### src/rbe_pkg.sv
`default_nettype none

package rbe_pkg;

  localparam int REG_COUNT   = 32;
  localparam int REG_IDX_W   = $clog2(REG_COUNT);
  localparam int QUEUE_DEPTH = 2;
  localparam int QPTR_W      = $clog2(QUEUE_DEPTH);
  localparam int QCNT_W      = $clog2(QUEUE_DEPTH + 1);

  localparam logic [5:0] OP_MOV_REG = 6'h00;
  localparam logic [5:0] OP_ADD_REG = 6'h01;
  localparam logic [5:0] OP_SUB     = 6'h02;
  localparam logic [5:0] OP_CMP_REG = 6'h03;
  localparam logic [5:0] OP_JMP     = 6'h06;
  localparam logic [5:0] OP_MOV_IMM = 6'h10;
  localparam logic [5:0] OP_ADD_IMM = 6'h11;
  localparam logic [5:0] OP_CMP_IMM = 6'h13;
  localparam logic [5:0] OP_MOVEA   = 6'h28;
  localparam logic [5:0] OP_ADDI    = 6'h29;
  localparam logic [5:0] OP_JR      = 6'h2A;
  localparam logic [5:0] OP_JAL     = 6'h2B;
  localparam logic [5:0] OP_MOVHI   = 6'h2F;
  localparam logic [2:0] OP_BCOND_GROUP = 3'b100;

  localparam logic [REG_IDX_W-1:0] LINK_REG = REG_IDX_W'(31);
  localparam logic [31:0] RESET_PC = 32'hFFFF_FFF0;
  localparam logic [31:0] SHORT_STEP = 32'd2;
  localparam logic [31:0] LONG_STEP  = 32'd4;

  // execution classes handed from decode to execute
  localparam logic [3:0] KIND_MOVE  = 4'd0;
  localparam logic [3:0] KIND_ADD   = 4'd1;
  localparam logic [3:0] KIND_SUB   = 4'd2;
  localparam logic [3:0] KIND_CMP   = 4'd3;
  localparam logic [3:0] KIND_BCOND = 4'd4;
  localparam logic [3:0] KIND_JMP   = 4'd5;
  localparam logic [3:0] KIND_JREL  = 4'd6;
  localparam logic [3:0] KIND_JAL   = 4'd7;
  localparam logic [3:0] KIND_UNSUP = 4'd8;

  // condition codes, low three bits; bit 3 inverts
  localparam logic [2:0] CC_V  = 3'd0;
  localparam logic [2:0] CC_C  = 3'd1;
  localparam logic [2:0] CC_Z  = 3'd2;
  localparam logic [2:0] CC_NH = 3'd3;
  localparam logic [2:0] CC_N  = 3'd4;
  localparam logic [2:0] CC_T  = 3'd5;
  localparam logic [2:0] CC_LT = 3'd6;
  localparam logic [2:0] CC_LE = 3'd7;

  localparam int FLAG_Z  = 0;
  localparam int FLAG_S  = 1;
  localparam int FLAG_OV = 2;
  localparam int FLAG_CY = 3;

  typedef struct packed {
    logic [15:0] first_halfword;
    logic [15:0] second_halfword;
  } instr_t;

  typedef struct packed {
    logic [31:0]          next_pc;
    logic                 write_enable;
    logic [REG_IDX_W-1:0] write_index;
    logic [31:0]          write_value;
    logic [3:0]           flag_bits;
    logic                 branch_taken;
    logic                 unsupported;
  } result_t;

  typedef struct packed {
    logic [3:0]           kind;
    logic [REG_IDX_W-1:0] ra;
    logic [REG_IDX_W-1:0] rb;
    logic                 b_is_reg;
    logic [31:0]          imm;
    logic [3:0]           cond;
    logic                 long_form;
    logic [REG_IDX_W-1:0] wr_idx;
  } decoded_t;

endpackage

`default_nettype wire

### src/rbe_ram.sv
`default_nettype none

module rbe_ram #(
  parameter int WIDTH = 32,
  parameter int DEPTH = 32
) (
  input  wire logic                     clk,
  input  wire logic                     we,
  input  wire logic [$clog2(DEPTH)-1:0] waddr,
  input  wire logic [WIDTH-1:0]         wdata,
  input  wire logic [$clog2(DEPTH)-1:0] raddr_a,
  input  wire logic [$clog2(DEPTH)-1:0] raddr_b,
  output logic      [WIDTH-1:0]         rdata_a,
  output logic      [WIDTH-1:0]         rdata_b
);

  logic [WIDTH-1:0] mem [DEPTH];

  always_ff @(posedge clk) begin
    if (we) begin
      mem[waddr] <= wdata;
    end
    rdata_a <= mem[raddr_a];
    rdata_b <= mem[raddr_b];
  end

endmodule

`default_nettype wire

### src/rbe_front.sv
`default_nettype none

module rbe_front (
  input  wire logic             clk,
  input  wire logic             rst,
  input  wire logic             instr_valid,
  output logic                  instr_ready,
  input  wire rbe_pkg::instr_t  instr,
  output logic                  head_valid,
  output rbe_pkg::decoded_t     head,
  input  wire logic             pop
);

  rbe_pkg::decoded_t dec;
  rbe_pkg::decoded_t entries [rbe_pkg::QUEUE_DEPTH];
  logic [rbe_pkg::QPTR_W-1:0] wr_ptr;
  logic [rbe_pkg::QPTR_W-1:0] rd_ptr;
  logic [rbe_pkg::QCNT_W-1:0] count;
  logic push;
  logic take;

  logic [15:0] h1;
  logic [15:0] h2;
  logic [5:0]  op;
  logic [31:0] imm5;
  logic [31:0] imm16;

  assign h1    = instr.first_halfword;
  assign h2    = instr.second_halfword;
  assign op    = h1[15:10];
  assign imm5  = {{27{h1[4]}}, h1[4:0]};
  assign imm16 = {{16{h2[15]}}, h2};

  always_comb begin
    dec           = '0;
    dec.kind      = rbe_pkg::KIND_UNSUP;
    dec.wr_idx    = h1[9:5];
    dec.cond      = h1[12:9];
    if (op[5:3] == rbe_pkg::OP_BCOND_GROUP) begin
      dec.kind = rbe_pkg::KIND_BCOND;
      dec.imm  = {{23{h1[8]}}, h1[8:0]};
    end else begin
      unique case (op)
        rbe_pkg::OP_MOV_IMM: begin
          dec.kind = rbe_pkg::KIND_MOVE;
          dec.imm  = imm5;
        end
        rbe_pkg::OP_MOV_REG: begin
          dec.kind = rbe_pkg::KIND_MOVE;
          dec.ra   = h1[4:0];
        end
        rbe_pkg::OP_MOVEA: begin
          dec.kind      = rbe_pkg::KIND_MOVE;
          dec.ra        = h1[4:0];
          dec.imm       = imm16;
          dec.long_form = 1'b1;
        end
        rbe_pkg::OP_MOVHI: begin
          dec.kind      = rbe_pkg::KIND_MOVE;
          dec.ra        = h1[4:0];
          dec.imm       = {h2, 16'h0000};
          dec.long_form = 1'b1;
        end
        rbe_pkg::OP_ADD_IMM: begin
          dec.kind = rbe_pkg::KIND_ADD;
          dec.ra   = h1[9:5];
          dec.imm  = imm5;
        end
        rbe_pkg::OP_ADD_REG: begin
          dec.kind     = rbe_pkg::KIND_ADD;
          dec.ra       = h1[9:5];
          dec.rb       = h1[4:0];
          dec.b_is_reg = 1'b1;
        end
        rbe_pkg::OP_ADDI: begin
          dec.kind      = rbe_pkg::KIND_ADD;
          dec.ra        = h1[4:0];
          dec.imm       = imm16;
          dec.long_form = 1'b1;
        end
        rbe_pkg::OP_CMP_IMM: begin
          dec.kind = rbe_pkg::KIND_CMP;
          dec.ra   = h1[9:5];
          dec.imm  = imm5;
        end
        rbe_pkg::OP_CMP_REG: begin
          dec.kind     = rbe_pkg::KIND_CMP;
          dec.ra       = h1[9:5];
          dec.rb       = h1[4:0];
          dec.b_is_reg = 1'b1;
        end
        rbe_pkg::OP_SUB: begin
          dec.kind     = rbe_pkg::KIND_SUB;
          dec.ra       = h1[9:5];
          dec.rb       = h1[4:0];
          dec.b_is_reg = 1'b1;
        end
        rbe_pkg::OP_JMP: begin
          dec.kind = rbe_pkg::KIND_JMP;
          dec.ra   = h1[4:0];
        end
        rbe_pkg::OP_JR: begin
          dec.kind      = rbe_pkg::KIND_JREL;
          dec.imm       = {{6{h1[9]}}, h1[9:0], h2};
          dec.long_form = 1'b1;
        end
        rbe_pkg::OP_JAL: begin
          dec.kind      = rbe_pkg::KIND_JAL;
          dec.imm       = {{6{h1[9]}}, h1[9:0], h2};
          dec.long_form = 1'b1;
          dec.wr_idx    = rbe_pkg::LINK_REG;
        end
        default: begin
          dec.kind = rbe_pkg::KIND_UNSUP;
        end
      endcase
    end
  end

  assign instr_ready = (count != rbe_pkg::QCNT_W'(rbe_pkg::QUEUE_DEPTH));
  assign head_valid  = (count != '0);
  assign head        = entries[rd_ptr];
  assign push        = instr_valid && instr_ready;
  assign take        = head_valid && pop;

  always_ff @(posedge clk) begin
    if (rst) begin
      wr_ptr <= '0;
      rd_ptr <= '0;
      count  <= '0;
    end else begin
      if (push) begin
        entries[wr_ptr] <= dec;
        wr_ptr <= (wr_ptr == rbe_pkg::QPTR_W'(rbe_pkg::QUEUE_DEPTH - 1)) ? '0 : wr_ptr + 1'b1;
      end
      if (take) begin
        rd_ptr <= (rd_ptr == rbe_pkg::QPTR_W'(rbe_pkg::QUEUE_DEPTH - 1)) ? '0 : rd_ptr + 1'b1;
      end
      if (push && !take) begin
        count <= count + 1'b1;
      end else if (take && !push) begin
        count <= count - 1'b1;
      end
    end
  end

endmodule

`default_nettype wire

### src/rbe_back.sv
`default_nettype none

module rbe_back (
  input  wire logic              clk,
  input  wire logic              rst,
  input  wire logic              head_valid,
  input  wire rbe_pkg::decoded_t head,
  output logic                   pop,
  output logic                   result_valid,
  input  wire logic              result_ready,
  output rbe_pkg::result_t       result
);

  localparam int IW = rbe_pkg::REG_IDX_W;

  logic              x_valid;
  rbe_pkg::decoded_t x;
  logic              x_fire;
  logic              x_load;

  logic [31:0]          pc;
  logic [3:0]           flags;
  logic [rbe_pkg::REG_COUNT-1:0] reg_valid;
  logic                 lw_en;
  logic [IW-1:0]        lw_idx;
  logic [31:0]          lw_val;

  logic [IW-1:0] raddr_a;
  logic [IW-1:0] raddr_b;
  logic [31:0]   rdata_a;
  logic [31:0]   rdata_b;

  logic [31:0] op_a;
  logic [31:0] op_b;
  logic [31:0] reg_b;
  logic [32:0] sum;
  logic [32:0] diff;
  logic [31:0] seq_pc;
  logic [31:0] rel_pc;
  logic        cond_base;
  logic        cond_ok;

  logic [31:0] npc;
  logic [3:0]  flags_next;
  logic        wr;
  logic        we;
  logic [31:0] wval;
  logic        taken;
  logic        unsup;

  assign x_fire = x_valid && (!result_valid || result_ready);
  assign x_load = !x_valid || x_fire;
  assign pop    = x_load;

  // keep reading the held item's operands while execute is stalled
  assign raddr_a = x_load ? head.ra : x.ra;
  assign raddr_b = x_load ? head.rb : x.rb;

  rbe_ram #(
    .WIDTH(32),
    .DEPTH(rbe_pkg::REG_COUNT)
  ) u_regs (
    .clk    (clk),
    .we     (x_fire && we),
    .waddr  (x.wr_idx),
    .wdata  (wval),
    .raddr_a(raddr_a),
    .raddr_b(raddr_b),
    .rdata_a(rdata_a),
    .rdata_b(rdata_b)
  );

  // bypass the write that lands on the same edge as the read
  always_comb begin
    if (x.ra == '0) begin
      op_a = '0;
    end else if (lw_en && (lw_idx == x.ra)) begin
      op_a = lw_val;
    end else if (reg_valid[x.ra]) begin
      op_a = rdata_a;
    end else begin
      op_a = '0;
    end
    if (x.rb == '0) begin
      reg_b = '0;
    end else if (lw_en && (lw_idx == x.rb)) begin
      reg_b = lw_val;
    end else if (reg_valid[x.rb]) begin
      reg_b = rdata_b;
    end else begin
      reg_b = '0;
    end
  end

  assign op_b   = x.b_is_reg ? reg_b : x.imm;
  assign sum    = {1'b0, op_a} + {1'b0, op_b};
  assign diff   = {1'b0, op_a} - {1'b0, op_b};
  assign seq_pc = pc + (x.long_form ? rbe_pkg::LONG_STEP : rbe_pkg::SHORT_STEP);
  assign rel_pc = pc + x.imm;

  always_comb begin
    case (x.cond[2:0])
      rbe_pkg::CC_V:  cond_base = flags[rbe_pkg::FLAG_OV];
      rbe_pkg::CC_C:  cond_base = flags[rbe_pkg::FLAG_CY];
      rbe_pkg::CC_Z:  cond_base = flags[rbe_pkg::FLAG_Z];
      rbe_pkg::CC_NH: cond_base = flags[rbe_pkg::FLAG_CY] || flags[rbe_pkg::FLAG_Z];
      rbe_pkg::CC_N:  cond_base = flags[rbe_pkg::FLAG_S];
      rbe_pkg::CC_T:  cond_base = 1'b1;
      rbe_pkg::CC_LT: cond_base = flags[rbe_pkg::FLAG_S] ^ flags[rbe_pkg::FLAG_OV];
      rbe_pkg::CC_LE: cond_base = (flags[rbe_pkg::FLAG_S] ^ flags[rbe_pkg::FLAG_OV])
                                  || flags[rbe_pkg::FLAG_Z];
      default:        cond_base = 1'b0;
    endcase
  end

  assign cond_ok = x.cond[3] ? !cond_base : cond_base;

  always_comb begin
    npc        = seq_pc;
    flags_next = flags;
    wr         = 1'b0;
    wval       = '0;
    taken      = 1'b0;
    unsup      = 1'b0;
    unique case (x.kind) inside
      rbe_pkg::KIND_MOVE: begin
        wr   = 1'b1;
        wval = sum[31:0];
      end
      rbe_pkg::KIND_ADD: begin
        wr   = 1'b1;
        wval = sum[31:0];
        flags_next[rbe_pkg::FLAG_Z]  = (sum[31:0] == '0);
        flags_next[rbe_pkg::FLAG_S]  = sum[31];
        flags_next[rbe_pkg::FLAG_OV] = ~(op_a[31] ^ op_b[31]) & (op_a[31] ^ sum[31]);
        flags_next[rbe_pkg::FLAG_CY] = sum[32];
      end
      rbe_pkg::KIND_SUB, rbe_pkg::KIND_CMP: begin
        wr   = (x.kind == rbe_pkg::KIND_SUB);
        wval = diff[31:0];
        flags_next[rbe_pkg::FLAG_Z]  = (diff[31:0] == '0);
        flags_next[rbe_pkg::FLAG_S]  = diff[31];
        flags_next[rbe_pkg::FLAG_OV] = (op_a[31] ^ op_b[31]) & (op_a[31] ^ diff[31]);
        flags_next[rbe_pkg::FLAG_CY] = diff[32];
      end
      rbe_pkg::KIND_BCOND: begin
        if (cond_ok) begin
          npc   = {rel_pc[31:1], 1'b0};
          taken = 1'b1;
        end
      end
      rbe_pkg::KIND_JMP: begin
        npc   = {op_a[31:1], 1'b0};
        taken = 1'b1;
      end
      rbe_pkg::KIND_JREL: begin
        npc   = {rel_pc[31:1], 1'b0};
        taken = 1'b1;
      end
      rbe_pkg::KIND_JAL: begin
        wr    = 1'b1;
        wval  = seq_pc;
        npc   = {rel_pc[31:1], 1'b0};
        taken = 1'b1;
      end
      default: begin
        unsup = 1'b1;
        npc   = pc;
      end
    endcase
  end

  // writes to r0 are dropped
  assign we = wr && (x.wr_idx != '0);

  always_ff @(posedge clk) begin
    if (rst) begin
      x_valid      <= 1'b0;
      result_valid <= 1'b0;
      pc           <= rbe_pkg::RESET_PC;
      flags        <= '0;
      reg_valid    <= '0;
      lw_en        <= 1'b0;
    end else begin
      if (x_load) begin
        x_valid <= head_valid;
        x       <= head;
      end
      if (x_fire) begin
        pc           <= npc;
        flags        <= flags_next;
        result_valid <= 1'b1;
        result.next_pc      <= npc;
        result.write_enable <= we;
        result.write_index  <= we ? x.wr_idx : '0;
        result.write_value  <= we ? wval : '0;
        result.flag_bits    <= flags_next;
        result.branch_taken <= taken;
        result.unsupported  <= unsup;
        if (we) begin
          reg_valid[x.wr_idx] <= 1'b1;
          lw_en  <= 1'b1;
          lw_idx <= x.wr_idx;
          lw_val <= wval;
        end
      end else if (result_ready) begin
        result_valid <= 1'b0;
      end
    end
  end

endmodule

`default_nettype wire

### src/risc_integer_branch_execute_unit.sv
// Integer and branch execute unit of a small 32-bit RISC core.
// The instr channel takes one fetched instruction per request: the first
// halfword and, for the 32-bit formats, the second halfword (ignored by
// 16-bit forms). The result channel returns one record per instruction:
// next PC, register write, flags, branch taken and an unsupported mark.
// Both channels use valid/ready; a request is taken when both are high.
// A request moves from the decode queue to execute to the result register.
// Throughput: one instruction per cycle while results are taken; the
// register read ports and the single execute stage set that figure, with
// the last write bypassed so dependent instructions issue back to back.
// A two-entry decode queue sits between decode and execute, and a result
// register sits at the output, so requests keep flowing into the queue
// while a result waits; when the receiver stalls, execute holds and the
// queue fills, then instr_ready drops.
// Reset (synchronous, active high) empties the queue and pipeline, sets
// the PC to 0xFFFFFFF0, clears the flags and marks every register as zero.
`default_nettype none

module risc_integer_branch_execute_unit (
  input  wire logic            clk,
  input  wire logic            rst,
  input  wire logic            instr_valid,
  output logic                 instr_ready,
  input  wire rbe_pkg::instr_t instr,
  output logic                 result_valid,
  input  wire logic            result_ready,
  output rbe_pkg::result_t     result
);

  logic              head_valid;
  rbe_pkg::decoded_t head;
  logic              pop;

  rbe_front u_front (
    .clk        (clk),
    .rst        (rst),
    .instr_valid(instr_valid),
    .instr_ready(instr_ready),
    .instr      (instr),
    .head_valid (head_valid),
    .head       (head),
    .pop        (pop)
  );

  rbe_back u_back (
    .clk         (clk),
    .rst         (rst),
    .head_valid  (head_valid),
    .head        (head),
    .pop         (pop),
    .result_valid(result_valid),
    .result_ready(result_ready),
    .result      (result)
  );

endmodule

`default_nettype wire

### config.mk
export PLATFORM = sky130hd
export DESIGN_NAME = risc_integer_branch_execute_unit
export DESIGN_NICKNAME = d
export VERILOG_FILES = /design/src/rbe_pkg.sv /design/src/rbe_ram.sv /design/src/rbe_front.sv /design/src/rbe_back.sv /design/src/risc_integer_branch_execute_unit.sv
export SDC_FILE = /design/constraint.sdc
export NUM_CORES = 2
export LEC_CHECK = 0
export BUFFER_PORTS_ARGS = -buffer_cell sky130_fd_sc_hd__clkbuf_2
export CORE_ASPECT_RATIO = 1.5
export CORE_MARGIN = 2
export CORE_UTILIZATION = 60
export DETAILED_ROUTE_END_ITERATION = 7
export GPL_TIMING_DRIVEN = 0
export PLACE_DENSITY_LB_ADDON = 0.2
export REMOVE_ABC_BUFFERS = 1
export SYNTH_ARGS = -nofsm -noshare
export SYNTH_HDL_FRONTEND = slang
export SYNTH_SLANG_ARGS = --single-unit
### constraint.sdc
create_clock -name clk -period 7.6 [get_ports clk]
set_clock_uncertainty 0.05 [all_clocks]
set_input_delay 1.52 -clock clk [delete_from_list [all_inputs] [get_ports clk]]
set_output_delay 1.52 -clock clk [all_outputs]
set_load 0.005 [all_outputs]
==> Word level (Yosys, flattened, before mapping) <==
Memory sizes are Yosys's and may differ from the RTL's. A register that Yosys moved wholly into a read port is not among the register bits.
Cells that the tools add are included.
{ "op_classes": {"n_addsub": 8, "mul": 0, "div": 0, "order_cmp": 4, "n_eq_ne": 30, "shift": 0, "muxes": 49, "n_bitwise": 9, "n_reduce_logical": 51} }
{ "ops": {"columns": ["op", "n"], "rows": [
  ["$mux 32", 9],
  ["$pmux 32 s4", 2],
  ["$pmux 32 s3", 1],
  ["$add 32x32->32", 2],
  ["$logic_not 32->1", 2],
  ["$add 32x32->33", 1],
  ["$sub 32x32->33", 1],
  ["$or 32x32->32", 1],
  ["$eq 6x6->1 const B", 5],
  ["$pmux 4 s7", 1],
  ["$eq 6x5->1 const B", 3],
  ["$lt 5x6->1 const B", 3],
  ["$mux 1", 18],
  ["$eq 4x3->1 const B", 4],
  ["$eq 3x3->1 const B", 5],
  ["$mux 5", 3],
  ["$reduce_or 3->1", 5],
  ["$reduce_or 5->1", 3],
  ["$eq 6x2->1 const B", 2],
  ["$mux 6", 2],
  ["$reduce_or 2->1", 6],
  ["$mux 11", 1],
  ["$bmux 1 s5", 2],
  ["$eq 5x5->1", 2],
  ["35 further kinds", 67]
]} }
{ "word_totals": {"ff_bits": 245, "latchBits": 0, "ram_bits": 1138, "mem_bits_ro": 0, "in_bits": 36, "wordCells": 179, "memories": 2} }
{ "mem_list": {"columns": ["name", "words", "width", "read_ports", "rd_ports_with_merged_regs", "write_ports", "line_no", "rtl"], "rows": [
  ["u_back.u_regs.mem", 32, 32, 2, 2, 1, "rbe_ram.sv:17", "logic [WIDTH-1:0] mem [DEPTH];"],
  ["u_front.entries", 2, 57, 1, 1, 1, "rbe_front.sv:15", "rbe_pkg::decoded_t entries [rbe_pkg::QUEUE_DEPTH];"]
]} }

==> Longest topological paths before layout <==
{ "logic_depth": {"depth_word": 10, "mapped_depth": 23, "depth_no_buf": 20} }

==> Modules after synthesis <==
A second synthesis with hierarchy kept.
{ "unflattened": {"hier_cells": 5742, "area_unflattened_um2": 73062.6} }
{ "by_module_without_submodules": {"columns": ["module", "n_inst", "cells_per_inst", "area_per_inst_um2"], "rows": [
  ["rbe_ram", 1, 3450, 50070.5],
  ["rbe_back", 1, 1982, 17865.9],
  ["rbe_front", 1, 310, 5126.2]
]} }

==> Worst setup path after synthesis <==
No wires, ideal clock.
{ "synth_path": {"kind": "input -> register", "from": "input rst", "to": "memory u_front.entries[1][0] (netlist name), enable pin", "setup_time_ps": 554, "arrival_ps": 6104, "required_time_ps": 6996, "slack_ps": 892, "cell_stages": 3, "n_path_buf": 2, "cell_sequence": "clkbuf_1 -> clkbuf_1 -> nor3b_1"} }
{ "synth_between": {"elab_chain_cells": 2} }
{ "synth_rtl": {"columns": ["element", "line_no", "rtl"], "rows": [
  ["from (decl)", "risc_integer_branch_execute_unit.sv:21", "input wire logic rst,"],
  ["$mux 1", "rbe_front.sv:127", "if (rst) begin"],
  ["$mux 1 (not written as such)", "rbe_front.sv:133", "entries[wr_ptr] <= dec;"],
  ["to (decl)", "rbe_front.sv:15", null]
]} }
No other way between the ends.

==> Final worst setup path <==
{ "layout_path": {"from": "register u_back.x[48] (netlist name)", "to": "register u_back.result[2] (netlist name)"} }
{ "layout_between": {"elab_chain_cells": 8, "elab_cells_between_ends": 13} }
{ "layout_rtl": {"columns": ["element", "line_no", "rtl"], "rows": [
  ["from (decl)", "rbe_back.sv:17", "rbe_pkg::decoded_t x;"],
  ["from (signal assigned)", "rbe_back.sv:187", "x <= head;"],
  ["$bmux 1 s5", "rbe_back.sv:79", "end else if (reg_valid[x.ra]) begin"],
  ["$mux 1 (not written as such)", "rbe_back.sv:79", null],
  ["$mux 32", "rbe_back.sv:79", null],
  ["$mux 32", "rbe_back.sv:77", "end else if (lw_en && (lw_idx == x.ra)) begin"],
  ["$mux 32 (*)", "rbe_back.sv:75", "if (x.ra == '0) begin"],
  ["$sub 32x32->33 / $add 32x32->33 (equally long branches)", "rbe_back.sv:97, rbe_back.sv:96", null],
  ["$logic_not 32->1 (on tied branches)", "rbe_back.sv:141, rbe_back.sv:133", null],
  ["$pmux 4 s2 (*)", "rbe_back.sv:125", "unique case (x.kind) inside"],
  ["via u_back.flags_next[0]", "rbe_back.sv:44", "logic [3:0] flags_next;"]
]} }
Mark *: on every way through the listed nets, which the timed path passes. The rest lies on a longest branch. The select of a mux whose other input is x is not followed.
A chain may end at the register's enable or synchronous reset.

==> metrics.csv <==
metric;value;unit
leading cell type in the layout, fill and taps excluded;sky130_fd_sc_hd__edfxtp_1;
setup violators final;0;
synthesized instance count;4666;
floorplan row count;154;
number of fill cells;7352;
hpwl dp;163000;microns
# IOs;114;
overall track demand over capacity in global routing;39.2;%
delay of the slowest critical-path stage;690;ps
total CTS buffers;136;
worst-case clock buffer depth;3;
CP required;8170;ps
NetSw;8.18;mW
post-route setup TNS;0;ps
final cycle utilization of the critical path;99.5;%
part of the total power dissipated in sequential elements;38.6;%
total non-filler cell area in the finished layout;83000;sq um
Highest Clock Rate;0.132;GHz
met1 track utilization from global routing;49.4;%
height of the chip;426;microns
clock tree from TritonCTS;yes;
VDD IR max;0.246;mV
FFs w/ async S/R, synth;0;%
cell leakage power;28.6;nW
CP Launch Type;register;
wirelength, routed;237000;microns
width of the die;286;microns
Pre-Repair DR Iteration Count;8;
input/output buffers;113;
count of hold-fix buffers inserted at cts;0;
kind of cell with the highest combined delay on the critical path;simple AND/OR/NAND/NOR gates;
number of library cell types mapped by synthesis;86;
result of the run;complete, but fails checks;
Logic pwr share;34.0;%
Clock Power Share;27.4;%
cell-by-cell listing of the critical path;buf_12 -> mux4_2 -> mux4_2 -> mux2_2 -> and2_2 -> buf_12 -> a22oi_1 -> nor2_1 -> ha_1 -> inv_1 -> a21oi_1 -> nand2_1 -> o22ai_1 -> mux2_2 -> nor4_1 -> nand4_1 -> or4_1 -> or4_1 -> nand2_1;
normalized max-slew margin;2.75;%
HP Class;register to register;
DP Area;78300;sq um
layout cell share with drive strength beyond 1;28.0;%
count of placed standard cells including taps;6290;
switching part of the total power;31.7;%
max-cap violations;0;
share of the yosys chip area belonging to registers;59.0;%
clock period minus final worst setup slack;7560;ps
global route overflow;0;
wire length of the first global-routing pass;335000;microns
M3 GR Usage;8.45;%
number of sinks on the clock net;1448;
clk slew on worst S/H paths;70;ps
post-placement setup slack;-349;ps
setup slack after layout;37.4;ps
count of state elements after synthesis;1448;
number of cells in the finished layout apart from fillers;6548;
area of the core region;118000;sq um
cell with the largest stage delay on the worst path;sky130_fd_sc_hd__or4_1;
area grow syn2layout;16.4;%
number of buffers and inverters on the critical path;3;
mean cell area of the mapped netlist;15.3;sq um
drc violations;6;
CP arrival;8130;ps
DRT iter0 DRCs;6724;
transition time at the pin with the least slew margin;1460;ps
violated checks;design-rule violations;
clock root buffer;sky130_fd_sc_hd__clkbuf_16;
crit path capture type;register;
largest fanout on the critical path;26;
number of H-tree levels;4;
average via count per standard cell;7.24;
count of yosys warnings during synthesis;0;
overall power after layout;25.8;mW
Util after Layout;70.5;%
number of enable flip-flop cells after synthesis;1308;
post-route worst hold slack;440;ps
Synth Flop Type;sky130_fd_sc_hd__edfxtp_1;
nets@finish;5010;
Hold Violations, Final;0;
via count of the first global-routing pass;47600;
number of antenna violations at the first check in global routing;9;
pin count of the biggest net entering global routing;65;
number of pins with negative max-slew slack in the final report;0;
setup repair after global routing missed its margin;no;
total die area;122000;sq um
layer with the highest usage;met2;
effective utilization at floorplan;60.6;%
cell area after synthesis;71300;sq um
top library cells by usage in the layout, fill and taps aside;sky130_fd_sc_hd__edfxtp_1 (1308), sky130_fd_sc_hd__mux4_2 (532), sky130_fd_sc_hd__nor2_1 (314);
last weighted congestion value of the routability-driven placer;1.03;
global routing met2 resource utilization;62.0;%
overall via count from detail_route;47400;
clock latency on the worst-skew pair;800;ps
cell internal pwr;17.6;mW
class of the most critical setup path;register to register;
Pwr Density;311;nW/um^2
WL per Instance;36.2;microns
Antenna Violating Nets Remaining;0;
## layout make-up
cell class	instances	area, sq um	share of cell area (%)
sequential	1448	42100	50.7
multi-input combinational	2844	28400	34.3
timing repair buffer	342	5510	6.64
clock buffer	176	3680	4.43
tap	1560	1950	2.35
clock inverter	74	933	1.12
inverter	101	384	0.463
antenna	3	7.51	0.00905
## flip-flops by register name, summed over array words and instances, names as in the netlist, named ones only
| signal | count |
|---|---|
| u_back.x | 57 |
| u_front.rd_ptr | 1 |
| u_front.count | 2 |
| u_back.result | 76 |
| u_back.u_regs.mem | 1024 |
| u_back.reg_valid | 32 |
| u_front.entries | 114 |
| u_front.wr_ptr | 1 |
| u_back.pc | 32 |
| u_back.flags | 4 |
| u_back.lw_val | 32 |
| u_back.u_regs.rdata_b | 32 |
| u_back.u_regs.rdata_a | 32 |
| u_back.lw_en | 1 |
| u_back.x_valid | 1 |
| u_back.result_valid | 1 |
| u_back.lw_idx | 5 |
## power by group through the flow
stage          Sequential [mW]  Clock, mW  Combinational, mW
6_report                  9.96       7.07               8.76
2_1_floorplan             9.93          0               7.26
4_1_cts                   9.95       7.12               8.67
3_5_place_dp              10.1          0               8.57
5_1_grt                   9.97       7.41               9.20
3_3_place_gp              10.2          0               8.49
## Yosys cell counts, types with 63 or more instances
library cell | count | area (sq um)
sky130_fd_sc_hd__buf_1 | 91 | 342
sky130_fd_sc_hd__mux2i_1 | 152 | 1520
sky130_fd_sc_hd__nand2_1 | 184 | 691
sky130_fd_sc_hd__nor2_1 | 351 | 1320
sky130_fd_sc_hd__a21o_1 | 64 | 480
sky130_fd_sc_hd__mux2_2 | 192 | 2160
sky130_fd_sc_hd__clkbuf_1 | 189 | 709
sky130_fd_sc_hd__o211ai_1 | 79 | 593
sky130_fd_sc_hd__xnor2_1 | 84 | 736
sky130_fd_sc_hd__a22oi_1 | 63 | 473
sky130_fd_sc_hd__inv_1 | 94 | 353
sky130_fd_sc_hd__mux4_2 | 532 | 12000
sky130_fd_sc_hd__o21ai_0 | 167 | 836
sky130_fd_sc_hd__ha_1 | 97 | 1210
sky130_fd_sc_hd__a21oi_1 | 227 | 1140
sky130_fd_sc_hd__edfxtp_1 | 1308 | 39300
sky130_fd_sc_hd__dfxtp_1 | 140 | 2800
## logic make-up (layout without fill, tap and decap cells)
| group | Yosys count | after routing | share of synthesized area, % |
|---|---|---|---|
| AOI/OAI and AO/OA | 854 | 854 | 7.87 |
| xor gates and xnor gates | 127 | 127 | 1.56 |
| adders and majority gates | 101 | 101 | 1.81 |
| DFF | 1448 | 1448 | 59.0 |
| and+or+nand+nor | 854 | 854 | 5.60 |
| other | 1 | 35 | 0.00526 |
| muxes | 876 | 876 | 22.0 |
| buffers and inverters | 405 | 693 | 2.19 |
## what timing repair did
action                                  CTS  global route
buffers inserted                          2             3
endpoints found under the hold margin     0             0
endpoints found under the setup margin  103           123
resized for setup                         4             1
pin swaps                                 0             0
gates cloned                              0             0
## final timing paths
kind / endpoint / slack (ps) / startpoint / cells after the start
setup / recovery: u_back.result[2] / 40 / u_back.x[48] / 19
hold / removal: u_back.reg_valid[17] / 440 / u_back.reg_valid[17] / 2
setup reg to reg: u_back.result[2] / 40 / u_back.x[48] / 19
hold reg to reg: u_back.reg_valid[17] / 440 / u_back.reg_valid[17] / 2
## worst register-to-register path, cell delays in order, from the launching register on
cell                       delay, ps
sky130_fd_sc_hd__edfxtp_1        390
sky130_fd_sc_hd__buf_12          170
sky130_fd_sc_hd__mux4_2          520
sky130_fd_sc_hd__mux4_2          480
sky130_fd_sc_hd__mux2_2          320
sky130_fd_sc_hd__and2_2          350
sky130_fd_sc_hd__buf_12          220
sky130_fd_sc_hd__a22oi_1         410
sky130_fd_sc_hd__nor2_1          120
sky130_fd_sc_hd__ha_1            570
sky130_fd_sc_hd__inv_1           280
sky130_fd_sc_hd__a21oi_1         310
sky130_fd_sc_hd__nand2_1          80
sky130_fd_sc_hd__o22ai_1         560
sky130_fd_sc_hd__mux2_2          440
sky130_fd_sc_hd__nor4_1          400
sky130_fd_sc_hd__nand4_1         190
sky130_fd_sc_hd__or4_1           600
sky130_fd_sc_hd__or4_1           690
sky130_fd_sc_hd__nand2_1         240
## metal layers
| metal | routed length [microns] | up-vias | part of all wire (%) |
|---|---|---|---|
| met2 | 112000 | 3318 | 47 |
| met4 | 18100 | 2 | 7.6 |
| li1 | - | 19200 | - |
| met3 | 25300 | 764 | 11 |
| met1 | 81000 | 24200 | 34 |
| met5 | 13 | - | 0.0055 |
No activity file was read; power rests on OpenSTA's default activity.
